===== config.mk =====
export PLATFORM = sky130hd
export DESIGN_NAME = ultrasonic_range_filter
export DESIGN_NICKNAME = d
export VERILOG_FILES = /design/src/sv/urf_pkg.sv /design/src/sv/urf_front.sv /design/src/sv/urf_queue.sv /design/src/sv/urf_back.sv /design/src/sv/ultrasonic_range_filter.sv
export SDC_FILE = /design/constraint.sdc
export NUM_CORES = 1
export LEC_CHECK = 0
export BUFFER_PORTS_ARGS = -buffer_cell sky130_fd_sc_hd__buf_2
export CAP_MARGIN = 30
export CELL_PAD_IN_SITES_DETAIL_PLACEMENT = 1
export CELL_PAD_IN_SITES_GLOBAL_PLACEMENT = 1
export CORE_MARGIN = 2
export CORE_UTILIZATION = 25
export CTS_CLUSTER_DIAMETER = 60
export DETAILED_ROUTE_END_ITERATION = 6
export GPL_TIMING_DRIVEN = 0
export PLACE_DENSITY_LB_ADDON = 0.2
export SETUP_SLACK_MARGIN = 0.05
export SLEW_MARGIN = 5
export SYNTH_ARGS = -nofsm -noshare
export SYNTH_HDL_FRONTEND = slang
export SYNTH_HIERARCHICAL = 1
export SYNTH_SLANG_ARGS = --single-unit
export TNS_END_PERCENT = 5

===== constraint.sdc =====
create_clock -name aclk -period 8.78 [get_ports aclk]
set_input_delay 0.439 -clock aclk [delete_from_list [all_inputs] [get_ports aclk]]
set_output_delay 0.439 -clock aclk [all_outputs]
set_load 0.05 [all_outputs]

===== src/sv/urf_pkg.sv =====
// Shared types, constants and register codes for the ultrasonic range filter.
`timescale 1ns / 1ps
package urf_pkg;

    localparam int SENSOR_COUNT_DEF = 4;
    localparam int QUEUE_DEPTH      = 2;

    localparam int WIDTH_W    = 16;
    localparam int DIST_W     = 13;
    localparam int SLOT_BITS  = 4;
    localparam int ALPHA_W    = 9;
    localparam int CFG_IDX_W  = 3;
    localparam int CFG_DATA_W = 13;
    localparam int S_DATA_W   = 16;
    localparam int M_DATA_W   = 40;

    // 0.1715 mm per microsecond in Q16
    localparam int TOF_MULT  = 11239;
    localparam int TOF_SHIFT = 16;
    localparam int PROD_W    = 30;

    localparam int TIMEOUT_MIN_US = 1500;
    localparam int TIMEOUT_MAX_US = 30000;
    localparam int ALPHA_ONE      = 256;

    localparam logic [CFG_IDX_W-1:0] REG_ENABLE    = 3'd0;
    localparam logic [CFG_IDX_W-1:0] REG_MIN_RANGE = 3'd1;
    localparam logic [CFG_IDX_W-1:0] REG_MAX_RANGE = 3'd2;
    localparam logic [CFG_IDX_W-1:0] REG_THRESHOLD = 3'd3;
    localparam logic [CFG_IDX_W-1:0] REG_ALPHA     = 3'd4;

    localparam logic [DIST_W-1:0]  MIN_RANGE_RST = 13'd30;
    localparam logic [DIST_W-1:0]  MAX_RANGE_RST = 13'd4500;
    localparam logic [DIST_W-1:0]  THRESHOLD_RST = 13'd600;
    localparam logic [ALPHA_W-1:0] ALPHA_RST     = 9'd90;

    typedef struct packed {
        logic               enable;
        logic [DIST_W-1:0]  min_range_mm;
        logic [DIST_W-1:0]  max_range_mm;
        logic [DIST_W-1:0]  obstacle_threshold_mm;
        logic [ALPHA_W-1:0] filter_alpha;
    } cfg_t;

    // one classified echo between front and back
    typedef struct packed {
        logic              good;
        logic [DIST_W-1:0] dist_mm;
    } qent_t;

endpackage


===== src/sv/urf_front.sv =====
// Front end: accepts echo widths, checks timeout, converts to mm and range-checks.
`timescale 1ns / 1ps
module urf_front
    import urf_pkg::*;
(
    input  logic               aclk,
    input  logic               aresetn,
    input  cfg_t               cfg,
    input  logic               s_tvalid,
    output logic               s_tready,
    input  logic [S_DATA_W-1:0] s_tdata,   // [15:0] echo_width_us
    input  logic               q_full,
    output logic               q_push,
    output qent_t              q_data
);

    logic               v1_reg;
    logic [PROD_W-1:0]  prod_reg;
    logic [PROD_W-1:0]  prod_next;
    logic               inr_reg;
    logic               inr_next;
    logic [WIDTH_W-1:0] width;
    logic [18:0]        width_x5;
    logic [18:0]        max_x29;
    logic [TOF_SHIFT-3:0] dist_full;
    logic               accept;

    assign width    = s_tdata[WIDTH_W-1:0];
    assign s_tready = !v1_reg || !q_full;
    assign accept   = s_tvalid && s_tready;

    // width <= clamp(floor(max*29/5)) rewritten as 5*width <= 29*max plus the clamp bounds
    assign width_x5 = 19'({width, 2'b00}) + 19'(width);
    assign max_x29  = 19'({cfg.max_range_mm, 5'b00000}) - 19'({cfg.max_range_mm, 1'b0})
                    - 19'(cfg.max_range_mm);

    always_comb begin
        prod_next = PROD_W'(width) * PROD_W'(TOF_MULT);
        inr_next  = (width != '0) &&
                    ((width <= WIDTH_W'(TIMEOUT_MIN_US)) ||
                     ((width_x5 <= max_x29) && (width <= WIDTH_W'(TIMEOUT_MAX_US))));
    end

    always_ff @(posedge aclk) begin
        if (!aresetn) begin
            v1_reg <= 1'b0;
        end else if (accept) begin
            v1_reg <= 1'b1;
        end else if (!q_full) begin
            v1_reg <= 1'b0;
        end
    end

    always_ff @(posedge aclk) begin
        if (accept) begin
            prod_reg <= prod_next;
            inr_reg  <= inr_next;
        end
    end

    assign dist_full = prod_reg[PROD_W-1:TOF_SHIFT];
    assign q_push    = v1_reg && !q_full;

    always_comb begin
        q_data.dist_mm = dist_full[DIST_W-1:0];
        q_data.good    = inr_reg &&
                         (dist_full >= 14'(cfg.min_range_mm)) &&
                         (dist_full <= 14'(cfg.max_range_mm));
    end

endmodule


===== src/sv/urf_queue.sv =====
// Short FIFO between the classifying front end and the filter back end.
`timescale 1ns / 1ps
module urf_queue
    import urf_pkg::*;
#(
    parameter int DEPTH = QUEUE_DEPTH
) (
    input  logic  aclk,
    input  logic  aresetn,
    input  logic  push,
    input  qent_t push_data,
    output logic  full,
    input  logic  pop,
    output logic  not_empty,
    output qent_t pop_data
);

    localparam int PTR_W = (DEPTH > 1) ? $clog2(DEPTH) : 1;

    qent_t            mem_reg [DEPTH];
    logic [PTR_W-1:0] wr_ptr_reg;
    logic [PTR_W-1:0] rd_ptr_reg;
    logic [PTR_W:0]   count_reg;

    assign full      = (count_reg == (PTR_W+1)'(DEPTH));
    assign not_empty = (count_reg != '0);
    assign pop_data  = mem_reg[rd_ptr_reg];

    always_ff @(posedge aclk) begin
        if (!aresetn) begin
            wr_ptr_reg <= '0;
            rd_ptr_reg <= '0;
            count_reg  <= '0;
        end else begin
            if (push) begin
                wr_ptr_reg <= (wr_ptr_reg == PTR_W'(DEPTH-1)) ? '0 : wr_ptr_reg + 1'b1;
            end
            if (pop) begin
                rd_ptr_reg <= (rd_ptr_reg == PTR_W'(DEPTH-1)) ? '0 : rd_ptr_reg + 1'b1;
            end
            if (push && !pop) begin
                count_reg <= count_reg + 1'b1;
            end else if (pop && !push) begin
                count_reg <= count_reg - 1'b1;
            end
        end
    end

    always_ff @(posedge aclk) begin
        if (push) begin
            mem_reg[wr_ptr_reg] <= push_data;
        end
    end

endmodule


===== src/sv/urf_back.sv =====
// Back end: per-sensor filter update, nearest-distance scan and result register.
`timescale 1ns / 1ps
module urf_back
    import urf_pkg::*;
#(
    parameter int SENSOR_COUNT = SENSOR_COUNT_DEF
) (
    input  logic                aclk,
    input  logic                aresetn,
    input  cfg_t                cfg,
    input  logic                q_valid,
    input  qent_t               q_data,
    output logic                q_pop,
    output logic                m_tvalid,
    input  logic                m_tready,
    output logic [M_DATA_W-1:0] m_tdata
);

    localparam int SLOT_W = (SENSOR_COUNT > 1) ? $clog2(SENSOR_COUNT) : 1;
    localparam logic [SLOT_W-1:0] LAST_SLOT = SLOT_W'(SENSOR_COUNT - 1);

    localparam logic [2:0] S_IDLE = 3'd0;
    localparam logic [2:0] S_MUL  = 3'd1;
    localparam logic [2:0] S_WR   = 3'd2;
    localparam logic [2:0] S_SCAN = 3'd3;
    localparam logic [2:0] S_OUT  = 3'd4;

    logic [2:0]          state_reg;
    logic [2:0]          state_next;
    logic [DIST_W-1:0]   store_reg [SENSOR_COUNT];
    logic                valid_reg [SENSOR_COUNT];
    logic [SLOT_W-1:0]   cur_slot_reg;
    logic [SLOT_W-1:0]   item_slot_reg;
    logic [SLOT_W-1:0]   scan_idx_reg;
    qent_t               item_reg;
    logic signed [23:0]  mul_reg;
    logic [DIST_W-1:0]   near_reg;
    logic                any_reg;
    logic                m_tvalid_reg;
    logic [M_DATA_W-1:0] m_tdata_reg;

    logic [SLOT_W-1:0]   rd_idx;
    logic [DIST_W-1:0]   rd_dist;
    logic                rd_valid;
    logic [ALPHA_W-1:0]  alpha_sat;
    logic signed [13:0]  diff;
    logic signed [23:0]  blend_sum;
    logic [DIST_W-1:0]   blend;
    logic [DIST_W-1:0]   out_filtered;
    logic                out_obstacle;
    logic                out_load;

    // single read port: scan index while scanning, item slot otherwise
    assign rd_idx   = (state_reg == S_SCAN) ? scan_idx_reg : item_slot_reg;
    assign rd_dist  = store_reg[rd_idx];
    assign rd_valid = valid_reg[rd_idx];

    assign alpha_sat = (cfg.filter_alpha > ALPHA_W'(ALPHA_ONE)) ? ALPHA_W'(ALPHA_ONE)
                                                               : cfg.filter_alpha;
    // old*(256-a) + new*a == old*256 + (new-old)*a
    assign diff      = $signed({1'b0, item_reg.dist_mm}) - $signed({1'b0, rd_dist});
    assign blend_sum = $signed({3'b000, rd_dist, 8'h00}) + mul_reg;
    assign blend     = blend_sum[20:8];

    assign q_pop    = (state_reg == S_IDLE) && q_valid;
    assign out_load = (state_reg == S_OUT) && (!m_tvalid_reg || m_tready);

    assign out_filtered = rd_valid ? rd_dist : '0;
    assign out_obstacle = cfg.enable && any_reg && (near_reg <= cfg.obstacle_threshold_mm);

    always_comb begin
        state_next = state_reg;
        unique case (state_reg)
            S_IDLE: begin
                if (q_valid) begin
                    state_next = cfg.enable ? S_MUL : S_SCAN;
                end
            end
            S_MUL:  state_next = S_WR;
            S_WR:   state_next = S_SCAN;
            S_SCAN: begin
                if (scan_idx_reg == LAST_SLOT) begin
                    state_next = S_OUT;
                end
            end
            S_OUT: begin
                if (out_load) begin
                    state_next = S_IDLE;
                end
            end
            default: state_next = S_IDLE;
        endcase
    end

    always_ff @(posedge aclk) begin
        if (!aresetn) begin
            state_reg    <= S_IDLE;
            cur_slot_reg <= '0;
            scan_idx_reg <= '0;
            m_tvalid_reg <= 1'b0;
            for (int i = 0; i < SENSOR_COUNT; i++) begin
                store_reg[i] <= '0;
                valid_reg[i] <= 1'b0;
            end
        end else begin
            state_reg <= state_next;
            if (state_reg == S_WR) begin
                if (!item_reg.good) begin
                    store_reg[item_slot_reg] <= '0;
                end else if (!rd_valid) begin
                    store_reg[item_slot_reg] <= item_reg.dist_mm;
                end else begin
                    store_reg[item_slot_reg] <= blend;
                end
                valid_reg[item_slot_reg] <= item_reg.good;
                cur_slot_reg <= (cur_slot_reg == LAST_SLOT) ? '0 : cur_slot_reg + 1'b1;
            end
            if (state_reg == S_SCAN) begin
                scan_idx_reg <= (scan_idx_reg == LAST_SLOT) ? '0 : scan_idx_reg + 1'b1;
            end else begin
                scan_idx_reg <= '0;
            end
            if (out_load) begin
                m_tvalid_reg <= 1'b1;
            end else if (m_tready) begin
                m_tvalid_reg <= 1'b0;
            end
        end
    end

    always_ff @(posedge aclk) begin
        if (q_pop) begin
            item_reg      <= q_data;
            item_slot_reg <= cur_slot_reg;
            near_reg      <= '0;
            any_reg       <= 1'b0;
        end
        if (state_reg == S_MUL) begin
            mul_reg <= diff * $signed({1'b0, alpha_sat});
        end
        if (state_reg == S_SCAN && rd_valid) begin
            if (!any_reg || rd_dist < near_reg) begin
                near_reg <= rd_dist;
            end
            any_reg <= 1'b1;
        end
        if (out_load) begin
            m_tdata_reg <= {7'b0000000, out_obstacle, any_reg, near_reg, rd_valid,
                            out_filtered, SLOT_BITS'(item_slot_reg)};
        end
    end

    assign m_tvalid = m_tvalid_reg;
    assign m_tdata  = m_tdata_reg;

endmodule


===== src/sv/ultrasonic_range_filter.sv =====
// Ultrasonic range filter top level: config registers, front end, queue and back end.
// Each echo width (us) goes to the sensor slot chosen round-robin; the front end registers
// the request, turns it into a classified distance and queues it, the back end updates that
// slot's filtered distance (while enabled) and then walks all sensors one per cycle to find
// the nearest valid one. The front end can take the next request while the back end is busy.
// Configuration writes are always ready and take effect on the next cycle.
`timescale 1ns / 1ps
module ultrasonic_range_filter
    import urf_pkg::*;
#(
    parameter int SENSOR_COUNT = SENSOR_COUNT_DEF
) (
    input  logic                  aclk,
    input  logic                  aresetn,
    input  logic                  s_tvalid,
    output logic                  s_tready,
    input  logic [S_DATA_W-1:0]   s_tdata,   // [15:0] echo_width_us
    output logic                  m_tvalid,
    input  logic                  m_tready,
    // [3:0] sensor_slot, [16:4] filtered_mm, [17] slot_valid, [30:18] nearest_mm,
    // [31] any_valid, [32] obstacle, [39:33] zero
    output logic [M_DATA_W-1:0]   m_tdata,
    input  logic                  cfg_valid,
    output logic                  cfg_ready,
    input  logic [CFG_IDX_W-1:0]  cfg_index,
    input  logic [CFG_DATA_W-1:0] cfg_data
);

    cfg_t  cfg_reg;
    logic  q_full;
    logic  q_push;
    qent_t q_in;
    logic  q_pop;
    logic  q_valid;
    qent_t q_out;

    assign cfg_ready = 1'b1;

    always_ff @(posedge aclk) begin
        if (!aresetn) begin
            cfg_reg.enable                <= 1'b1;
            cfg_reg.min_range_mm          <= MIN_RANGE_RST;
            cfg_reg.max_range_mm          <= MAX_RANGE_RST;
            cfg_reg.obstacle_threshold_mm <= THRESHOLD_RST;
            cfg_reg.filter_alpha          <= ALPHA_RST;
        end else if (cfg_valid) begin
            unique case (cfg_index)
                REG_ENABLE:    cfg_reg.enable                <= cfg_data[0];
                REG_MIN_RANGE: cfg_reg.min_range_mm          <= cfg_data;
                REG_MAX_RANGE: cfg_reg.max_range_mm          <= cfg_data;
                REG_THRESHOLD: cfg_reg.obstacle_threshold_mm <= cfg_data;
                REG_ALPHA:     cfg_reg.filter_alpha          <= cfg_data[ALPHA_W-1:0];
                default: ;
            endcase
        end
    end

    urf_front u_front (
        .aclk     (aclk),
        .aresetn  (aresetn),
        .cfg      (cfg_reg),
        .s_tvalid (s_tvalid),
        .s_tready (s_tready),
        .s_tdata  (s_tdata),
        .q_full   (q_full),
        .q_push   (q_push),
        .q_data   (q_in)
    );

    urf_queue #(
        .DEPTH (QUEUE_DEPTH)
    ) u_queue (
        .aclk      (aclk),
        .aresetn   (aresetn),
        .push      (q_push),
        .push_data (q_in),
        .full      (q_full),
        .pop       (q_pop),
        .not_empty (q_valid),
        .pop_data  (q_out)
    );

    urf_back #(
        .SENSOR_COUNT (SENSOR_COUNT)
    ) u_back (
        .aclk     (aclk),
        .aresetn  (aresetn),
        .cfg      (cfg_reg),
        .q_valid  (q_valid),
        .q_data   (q_out),
        .q_pop    (q_pop),
        .m_tvalid (m_tvalid),
        .m_tready (m_tready),
        .m_tdata  (m_tdata)
    );

endmodule

; ---- Yosys cells after proc, flatten, opt, wreduce, memory -nomap -nowiden
; Memories as Yosys holds them, arrays and structs flattened. A register that Yosys moved wholly into a read port is not among the register bits.
; Cells that the tools add are included.
[totals]
regBits = 161
ram_bits = 84
in_bits = 37
out_inout_bits = 43
wordCells = 149
mem_count = 3
[classes]
addsub = 11
mul = 2
order_cmp = 8
eq_ne = 15
muxes = 47
bitwise = 4
reduce_logical = 38
[mem_list]
columns = name, words, word_bits, rd, rd_ports_with_merged_regs, wr, line_no
row1 = u_back.store_reg, 4, 13, 1, 0, 4, urf_back.sv:30  ; logic [DIST_W-1:0] store_reg [SENSOR_COUNT];
row2 = u_queue.mem_reg, 2, 14, 1, 1, 1, urf_queue.sv:20  ; qent_t mem_reg [DEPTH];
row3 = u_back.valid_reg, 4, 1, 1, 0, 4, urf_back.sv:31  ; logic valid_reg [SENSOR_COUNT];
[op_table]
columns = cell, count
row1 = $mux W13, 6
row2 = $mul A16 B14 Y30 const B, 1
row3 = $mux W1, 29
row4 = $add A21 B21 Y21, 1
row5 = $mul A14 B10 Y21, 1
row6 = $add A18 B16 Y19, 1
row7 = $le A19 B19 Y1, 1
row8 = $sub A18 B14 Y19, 1
row9 = $sub A19 B13 Y19, 1
row10 = $le A16 B11 Y1 const B, 1
row11 = $le A16 B15 Y1 const B, 1
row12 = $reduce_bool A16 Y1, 1
row13 = $pmux W3 S5, 1
row14 = $ge A14 B13 Y1, 1
row15 = $le A14 B13 Y1, 1
row16 = $mux W2, 7
row17 = $sub A13 B13 Y14, 1
row18 = $le A13 B13 Y1, 1
row19 = $logic_and A1 B1 Y1, 13
row20 = $lt A13 B13 Y1, 1
row21 = $reduce_or A13 Y1, 1
row22 = $eq A3 B2 Y1 const B, 4
row23 = $reduce_and A2 Y1, 5
row24 = $gt A9 B9 Y1 const B, 1
row25 = other kinds (19), 43

; ---- Logic depth before layout (Yosys ltp)
; Gate-level depths: netlist of the first run.
; An unclocked memory read counts as a cell.
[logic_depth]
word_depth = 12
ltp_mapped = 38
mapped_depth_nobuf = 36

; ---- By module
; The synthesis of the first run kept the hierarchy.
[by_module_without_submodules]
columns = mod, instances, cells_per_inst, area_each_um2, seq_area_each_um2
row1 = urf_back, 1, 1117, 11319.6, 3893.7
row2 = urf_front, 1, 838, 8042.7, 470.5
row3 = ultrasonic_range_filter, 1, 192, 1978.1, 980.9
row4 = urf_queue, 1, 65, 1227.4, 940.9

; ---- Worst setup path before layout of the first run
; No wires, ideal clock.
[synth_path]
path_kind = flip-flop to flip-flop
startpoint = reg u_back.state_reg[1]
endpoint = reg u_back.mul_reg[20], data pin
setup_ps = 260
t_arrival_ps = 8376
t_required_ps = 8520
path_slack_ps = 144
path_stages_with_launch = 37
path_buffers = 2
synth_period_minus_slack_ps = 8636
cell_sequence = dfxtp_1 > buf_2 > nand3b_2 > a21boi_2 > buf_4 > mux2i_1 > mux2_2 > inv_1 > ha_1 > inv_1 > a22oi_1 > a21oi_1 > maj3_1 > maj3_2 > maj3_1 > a221oi_1 > nor2b_1 > xnor2_1 > nand2_1 > fa_1 > inv_1 > fa_1 > fa_1 > fa_1 > inv_1 > fa_1 > inv_1 > ha_1 > a21o_1 > a21oi_1 > nor2b_1 > a21oi_1 > a31oi_1 > a21o_1 > a21oi_1 > xnor2_1 > xnor2_1
[synth_between]
elab_chain_cells = 5
[synth_lines]
columns = element, line_no
row1 = from (decl), urf_back.sv:28  ; logic [2:0] state_reg;
row2 = from (signal assigned), urf_back.sv:106  ; state_reg <= state_next;
row3 = $eq A3 B2 Y1, urf_back.sv:54  ; assign rd_idx = (state_reg == S_SCAN) ? scan_idx_reg : item_slot_reg;
row4 = $mux W2, urf_back.sv:54
row5 = $mem_v2 Z4 W13, --
row6 = net u_back.rd_dist[0], urf_back.sv:43  ; logic [DIST_W-1:0] rd_dist;
row7 = $sub A13 B13 Y14, urf_back.sv:61  ; assign diff = $signed({1'b0, item_reg.dist_mm}) - $signed({1'b0, rd_dist});
row8 = $mul A14 B10 Y21, urf_back.sv:139  ; mul_reg <= diff * $signed({1'b0, alpha_sat});
row9 = to (signal assigned), urf_back.sv:139
row10 = to (decl), urf_back.sv:36  ; logic signed [23:0] mul_reg;
; The timed path passes the listed nets, and every way through them passes these cells.
; A chain may end at the register's enable or synchronous reset.

; ---- Worst setup path after layout of the first run
[layout_path]
startpoint = reg u_back.state_reg[2]
endpoint = reg u_back.mul_reg[20], data pin
; The elaborated chain is that of the path after synthesis.

==> run_results.csv, run 1 <==
group,metric,value,unit
worst_setup_path,slowest_delay,550,ps
job,cap_violations,0,
global_route,antenna_found_initial,1,
synth,synth_top_area_cell,"edfxtp_1",
clock_tree,cts_made_buffers,35,
synth,syn_inst,2212,
clock_tree,clk_latency,540,ps
worst_setup_path,worstSetupEndpointType,"flip-flop",
synth,synth_edf_count,156,
floorplan,die_x,304,um
synth,synthArstFlopShare,0,%
clock_tree,path_clk_slew,60,ps
synth,synth-seq-cells,236,
clock_tree,cts_root_buffer,"clkbuf_16",
placed_design,routabilityCongestion,0.809,
worst_setup_path,path_delay_family,"adder cells",
floorplan,pin_count,80,
detailed_routing,ant_nets,0,
layout,antennaDiodeCount,0,
layout,layoutNonFillerInstCount,3585,
floorplan,die-area,92700,um2
synth,yosys_warnings,6,
run_status,outcome,"finished clean",
floorplan,core_area,89700,um2
synth,ys_types,92,
layout,largest_register_ffs,52,
detailed_routing,vias_per_cell,4.44,
timing,finalCriticalPeriod,8510,ps
floorplan,die_h,304,um
detailed_routing,drtPass1Iterations,5,
worst_setup_path,critPathSlowestCell,"fa_1",
floorplan,start_util,25.1,%
floorplan,num_rows,110,
placed_design,dp_hpwl,55400,um
global_route,track_usage,14.6,%
synth,synth_ff_type,"edfxtp_1",
hold_path,hp-class,"in -> reg",
clock_tree,htreeDepth,2,
layout,drive_gt1_share,14.7,%
global_route,grt_max_degree,32,
detailed_routing,vias,15900,
placed_design,pre_cts_ws,-1490,ps
detailed_routing,first_iter_violations,628,
clock_tree,clockBufferDepth,3,
timing,drv_slew,0,
synth,seq_area_frac_synth,27.9,%
timing,worst_slack,268,ps
synth,synth.avg_cell_area,10.2,um2
worst_setup_path,critPathKind,"reg -> reg",
placed_design,port_buffers,69,
worst_setup_path,path_max_fanout,5,
timing,fin_setup_tns,0,ps
layout,layout_common_cells,"372 x inv_1, 270 x ha_1, 215 x fa_1, 182 x nand2_1, 156 x edfxtp_1",
worst_setup_path,cp-start-kind,"flip-flop",
worst_setup_path,crit_top_cell,"fa_1",
detailed_routing,routed_wirelength,67100,um
timing,max_freq,117,MHz
layout,syn2layout_area_growth,16.9,%
timing,hold_viol,0,
timing,finalSetupViolCount,0,
timing,max_slew_margin,41.7,%
global_route,grt_pass1_wl,105000,um
synth,synthTopCellsByArea,"edfxtp_1 21%, fa_1 19%, ha_1 15%, dfxtp_1 7.1%, inv_1 6.4%",
worst_setup_path,critPathArrivalTime,8790,ps
timing,tightest_slew,874,ps
clock_tree,cts_num_sinks,236,
clock_tree,cts_tree,"done",
worst_setup_path,crit_required,9060,ps
detailed_routing,drc_errors,0,
detailed_routing,wl_per_cell,18.7,um
timing,period_share,96.9,%
timing,fin_hold_ws,152,ps
timing,fin_skew,25.3,ps
layout,nNetsFinal,2918,
timing,rsz0062_at_grt,"true",
layout,final_common_cell,"inv_1",
synth,synth_top_area_share,20.8,%
global_route,grt_pass1_vias,17600,
synth,syn-cell-area,22600,um2
placed_design,dp.cells,3480,
worst_setup_path,path_buf_inv,11,
global_route,grt-ovfl-total,0,
==> final timing paths <==
kind,start,end,slack [ps],cells past startpoint
setup / recovery,u_back/state_reg[2]$_SDFFE_PN0P_,u_back/mul_reg[20]$_DFFE_PP_,270,39
hold / removal,s_tvalid,u_front/v1_reg$_SDFFE_PN0P_,150,3
setup reg to reg,u_back/state_reg[2]$_SDFFE_PN0P_,u_back/mul_reg[20]$_DFFE_PP_,270,39
hold reg to reg,u_back/item_slot_reg[0]$_DFFE_PP_,u_back/m_tdata[0]$_DFFE_PP_,450,0
==> area by class of cell <==
class | instances | area [um2]
Buffer | 66 | 422
Clock buffer | 44 | 941
Clock inverter | 17 | 161
Fill cell | 10200 | 63300
Inverter | 387 | 1460
Multi-Input combinational cell | 1531 | 14800
Sequential cell | 236 | 6290
Tap cell | 1176 | 1470
Timing Repair Buffer | 128 | 827
==> logic make-up (layout without fill, tap and decap cells) <==
| family | count (synthesis) | after routing | share of synthesized area (%) |
|---|---|---|---|
| compound gates | 257 | 257 | 7.66 |
| fa+ha+maj | 508 | 508 | 35.3 |
| mux | 116 | 116 | 5.63 |
| simple gates | 537 | 537 | 11.4 |
| buf+inv | 453 | 642 | 8.17 |
| flops | 236 | 236 | 27.9 |
| xor+xnor | 103 | 103 | 4.00 |
| other cells | 2 | 10 | 0.0333 |
==> cells in the mapped netlist (4+ instances only) <==
cell type,count
xor2_1,33
nand2b_1,11
nor2b_1,65
o21bai_1,6
ha_1,279
o21ai_1,8
maj3_2,4
mux4_2,4
inv_1,382
dfxtp_1,80
a22oi_1,4
xnor2_1,70
and3_1,5
nor3_1,25
nand4b_1,4
mux2i_1,84
edfxtp_1,156
or2_2,5
o21ai_0,40
nor2_1,135
maj3_1,8
nor2_2,4
a21o_1,31
buf_4,26
a211oi_1,8
nand3_1,23
o211ai_1,7
o21a_1,23
buf_2,9
and2_1,22
inv_2,4
mux2_2,25
nand2_1,191
a211o_1,5
fa_1,217
a31oi_1,13
nand4_1,15
a21oi_1,68
clkbuf_1,25
==> layer usage <==
layer  share of wire [%]  global-route usage [%]  vias up
li1                    -                       -     7644
met1                  46                    19.0     8037
met2                  50                    25.8      161
met3                 2.1                    1.54       70
met4                 2.1                    3.81        0
met5                   0                       0        -
==> per-stage QoR <==
step	utilization, %	cell area, um2
after global placement	27.2	24400
after detailed placement	27.3	24500
after global routing	29.4	26400
after floorplan	-	22600
after CTS	29.0	26000
final	29.4	26400
==> tightest hold or removal path, stage by stage <==
cell and delay, ps:
buf_2 90, a21oi_1 40, nor2b_1 90
==> repair_timing <==
item / CTS / global route
buffers inserted: 25 / 19
cloned: 0 / 0
setup endpoints to repair: 11 / 8
resized for setup: 41 / 63
hold buffers: 0 / 0
pin swaps: 19 / 57
Power of run 1 is left out: the tool's default activity adds up to more than one toggle a clock period on the data nets, which glitch-free logic cannot reach.
==> run 2: changes to the inputs <==
--- a/config.mk
+++ b/config.mk
@@ -6,5 +6,5 @@
 export NUM_CORES = 1
 export LEC_CHECK = 0
-export BUFFER_PORTS_ARGS = -buffer_cell sky130_fd_sc_hd__buf_2
+export BUFFER_PORTS_ARGS = -buffer_cell sky130_fd_sc_hd__clkbuf_2
 export CAP_MARGIN = 30
 export CELL_PAD_IN_SITES_DETAIL_PLACEMENT = 1
@@ -13,4 +13,5 @@
 export CORE_UTILIZATION = 25
 export CTS_CLUSTER_DIAMETER = 60
+export CTS_CLUSTER_SIZE = 10
 export DETAILED_ROUTE_END_ITERATION = 6
 export GPL_TIMING_DRIVEN = 0
==> constraint.sdc (replaced) <==
create_clock -name aclk -period 8.78 [get_ports aclk]
set_input_delay 0.439 -clock aclk [delete_from_list [all_inputs] [get_ports aclk]]
set_output_delay 0.439 -clock aclk [all_outputs]
set_load 0.02 [all_outputs]
==> run_results.csv, run 2 (synthesis results as in run 1) <==
group,metric,value,unit
clock_tree,clk_latency,590,ps
timing,max_slew_margin,42.6,%
layout,final_common_cell,"inv_1",
layout,syn2layout_area_growth,15.7,%
worst_setup_path,worstSetupEndpointType,"flip-flop",
worst_setup_path,critPathKind,"reg -> reg",
job,cap_violations,0,
detailed_routing,vias,15800,
layout,seqCellArea,6290,um2
worst_setup_path,rrSetupSlack,350,ps
floorplan,start_util,25.1,%
layout,nNetsFinal,2908,
detailed_routing,ant_nets,0,
worst_setup_path,cp.depth,38,
placed_design,routabilityCongestion,0.806,
clock_tree,cts_num_sinks,236,
clock_tree,path_clk_slew,60,ps
worst_setup_path,worstReg2RegEnd,"u_back/mul_reg[20]$_DFFE_PP_",
worst_setup_path,crit_required,9100,ps
worst_setup_path,path_delay_family,"adder cells",
detailed_routing,first_iter_violations,486,
timing,period_share,96.0,%
worst_setup_path,regToRegStartpoint,"u_back/state_reg[2]$_SDFFE_PN0P_",
worst_setup_path,path_buf_inv,9,
worst_setup_path,cp-start-kind,"flip-flop",
timing,drv_slew,0,
layout,layout_common_cells,"377 x inv_1, 269 x ha_1, 214 x fa_1, 185 x nand2_1, 156 x edfxtp_1",
global_route,grt_pass1_wl,103000,um
layout,drive_gt1_share,14.0,%
timing,finalSetupViolCount,0,
timing,finalCriticalPeriod,8430,ps
worst_setup_path,critPathArrivalTime,8750,ps
global_route,antenna_found_initial,1,
timing,tightest_slew,861,ps
floorplan,die-area,92700,um2
worst_setup_path,critPathSlowestCell,"fa_2",
timing,hold_viol,0,
floorplan,core_area,89700,um2
timing,fin_skew,14.9,ps
clock_tree,clockBufferDepth,3,
clock_tree,cts_tree,"done",
layout,final_util,29.1,%
layout,largest_register_ffs,52,
timing,max_freq,119,MHz
worst_setup_path,path_max_fanout,4,
global_route,track_usage,14.4,%
layout,multi_input_area,14800,um2
floorplan,pin_count,80,
hold_path,hp-start,"s_tvalid",
floorplan,die_h,304,um
global_route,grt_pass1_vias,17600,
detailed_routing,wl_per_cell,18.6,um
floorplan,die_x,304,um
detailed_routing,routed_wirelength,66300,um
clock_tree,cts_root_buffer,"clkbuf_16",
global_route,grt-ovfl-total,0,
layout,fillerInstances,10200,
clock_tree,cts_made_buffers,31,
detailed_routing,drc_errors,0,
global_route,grt_max_degree,32,
placed_design,port_buffers,69,
placed_design,place_area,24500,um2
placed_design,dp_hpwl,55000,um
run_status,outcome,"finished clean",
detailed_routing,drtPass1Iterations,4,
worst_setup_path,rr_worst_depth,38,
layout,finalInstanceArea,26100,um2
floorplan,num_rows,110,
worst_setup_path,slowest_delay,570,ps
hold_path,holdPathStages,3,
hold_path,hp-class,"in -> reg",
hold_path,min_to,"u_front/v1_reg$_SDFFE_PN0P_",
clock_tree,htreeDepth,1,
timing,rsz0062_at_grt,"false",
detailed_routing,vias_per_cell,4.43,
[run 2: metrics by stage]
step	setup slack, ps	setup TNS, ps	hold slack [ps]	instances
2_1_floorplan	144	0	421	2220
3_3_place_gp	-2220	-17020	439	3465
3_5_place_dp	-1480	-9320	433	3480
4_1_cts	54.4	0	88.8	3559
5_1_grt	26.4	0	125	3574
6_report	351	0	103	3575
[run 2: worst max path at each step]
stage	endpoint	startpoint
final	u_back/mul_reg[20]$_DFFE_PP_	u_back/state_reg[2]$_SDFFE_PN0P_
after global routing	u_back/mul_reg[20]$_DFFE_PP_	u_back/state_reg[1]$_SDFFE_PN0P_
after CTS	u_back/mul_reg[20]$_DFFE_PP_	u_back/state_reg[2]$_SDFFE_PN0P_
after detailed placement	u_back/mul_reg[20]$_DFFE_PP_	u_back/state_reg[2]$_SDFFE_PN0P_
after global placement	u_back/mul_reg[20]$_DFFE_PP_	u_back/state_reg[1]$_SDFFE_PN0P_
after floorplan	u_back/mul_reg[20]$_DFFE_PP_	u_back/state_reg[1]$_SDFFE_PN0P_
[run 2: worst min-delay path: stages]
cell and delay [ps]:
clkbuf_2 90, a21oi_1 40, nor2b_1 90
[run 2: area by class of cell]
cell class              count  area share (%)
multi-input cells        1531            56.7
flip-flops and latches    236            24.1
well taps                1176            5.63
inverters                 387            5.57
clock buffers              46            3.26
repair buffers            122            2.92
plain buffers              66            1.58
clock inverters            10           0.287
diodes                      1         0.00958
[run 2: timing repair]
item / 4_1_cts / 5_1_grt
setup endpoints to repair: 11 / 7
gates resized for setup: 37 / 52
pin swaps: 11 / 45
buffers inserted: 23 / 15
gates cloned: 0 / 0
hold buffers: 0 / 0
[run 2: metal layers]
metal | vias up | global-route usage (%) | wire length (um)
met4 | 0 | 2.77 | 1120
met1 | 8013 | 18.7 | 30300
met5 | - | 0 | 0
li1 | 7600 | - | -
met3 | 60 | 1.17 | 1340
met2 | 155 | 26.0 | 33500
Power of run 2 is left out for the same reason.
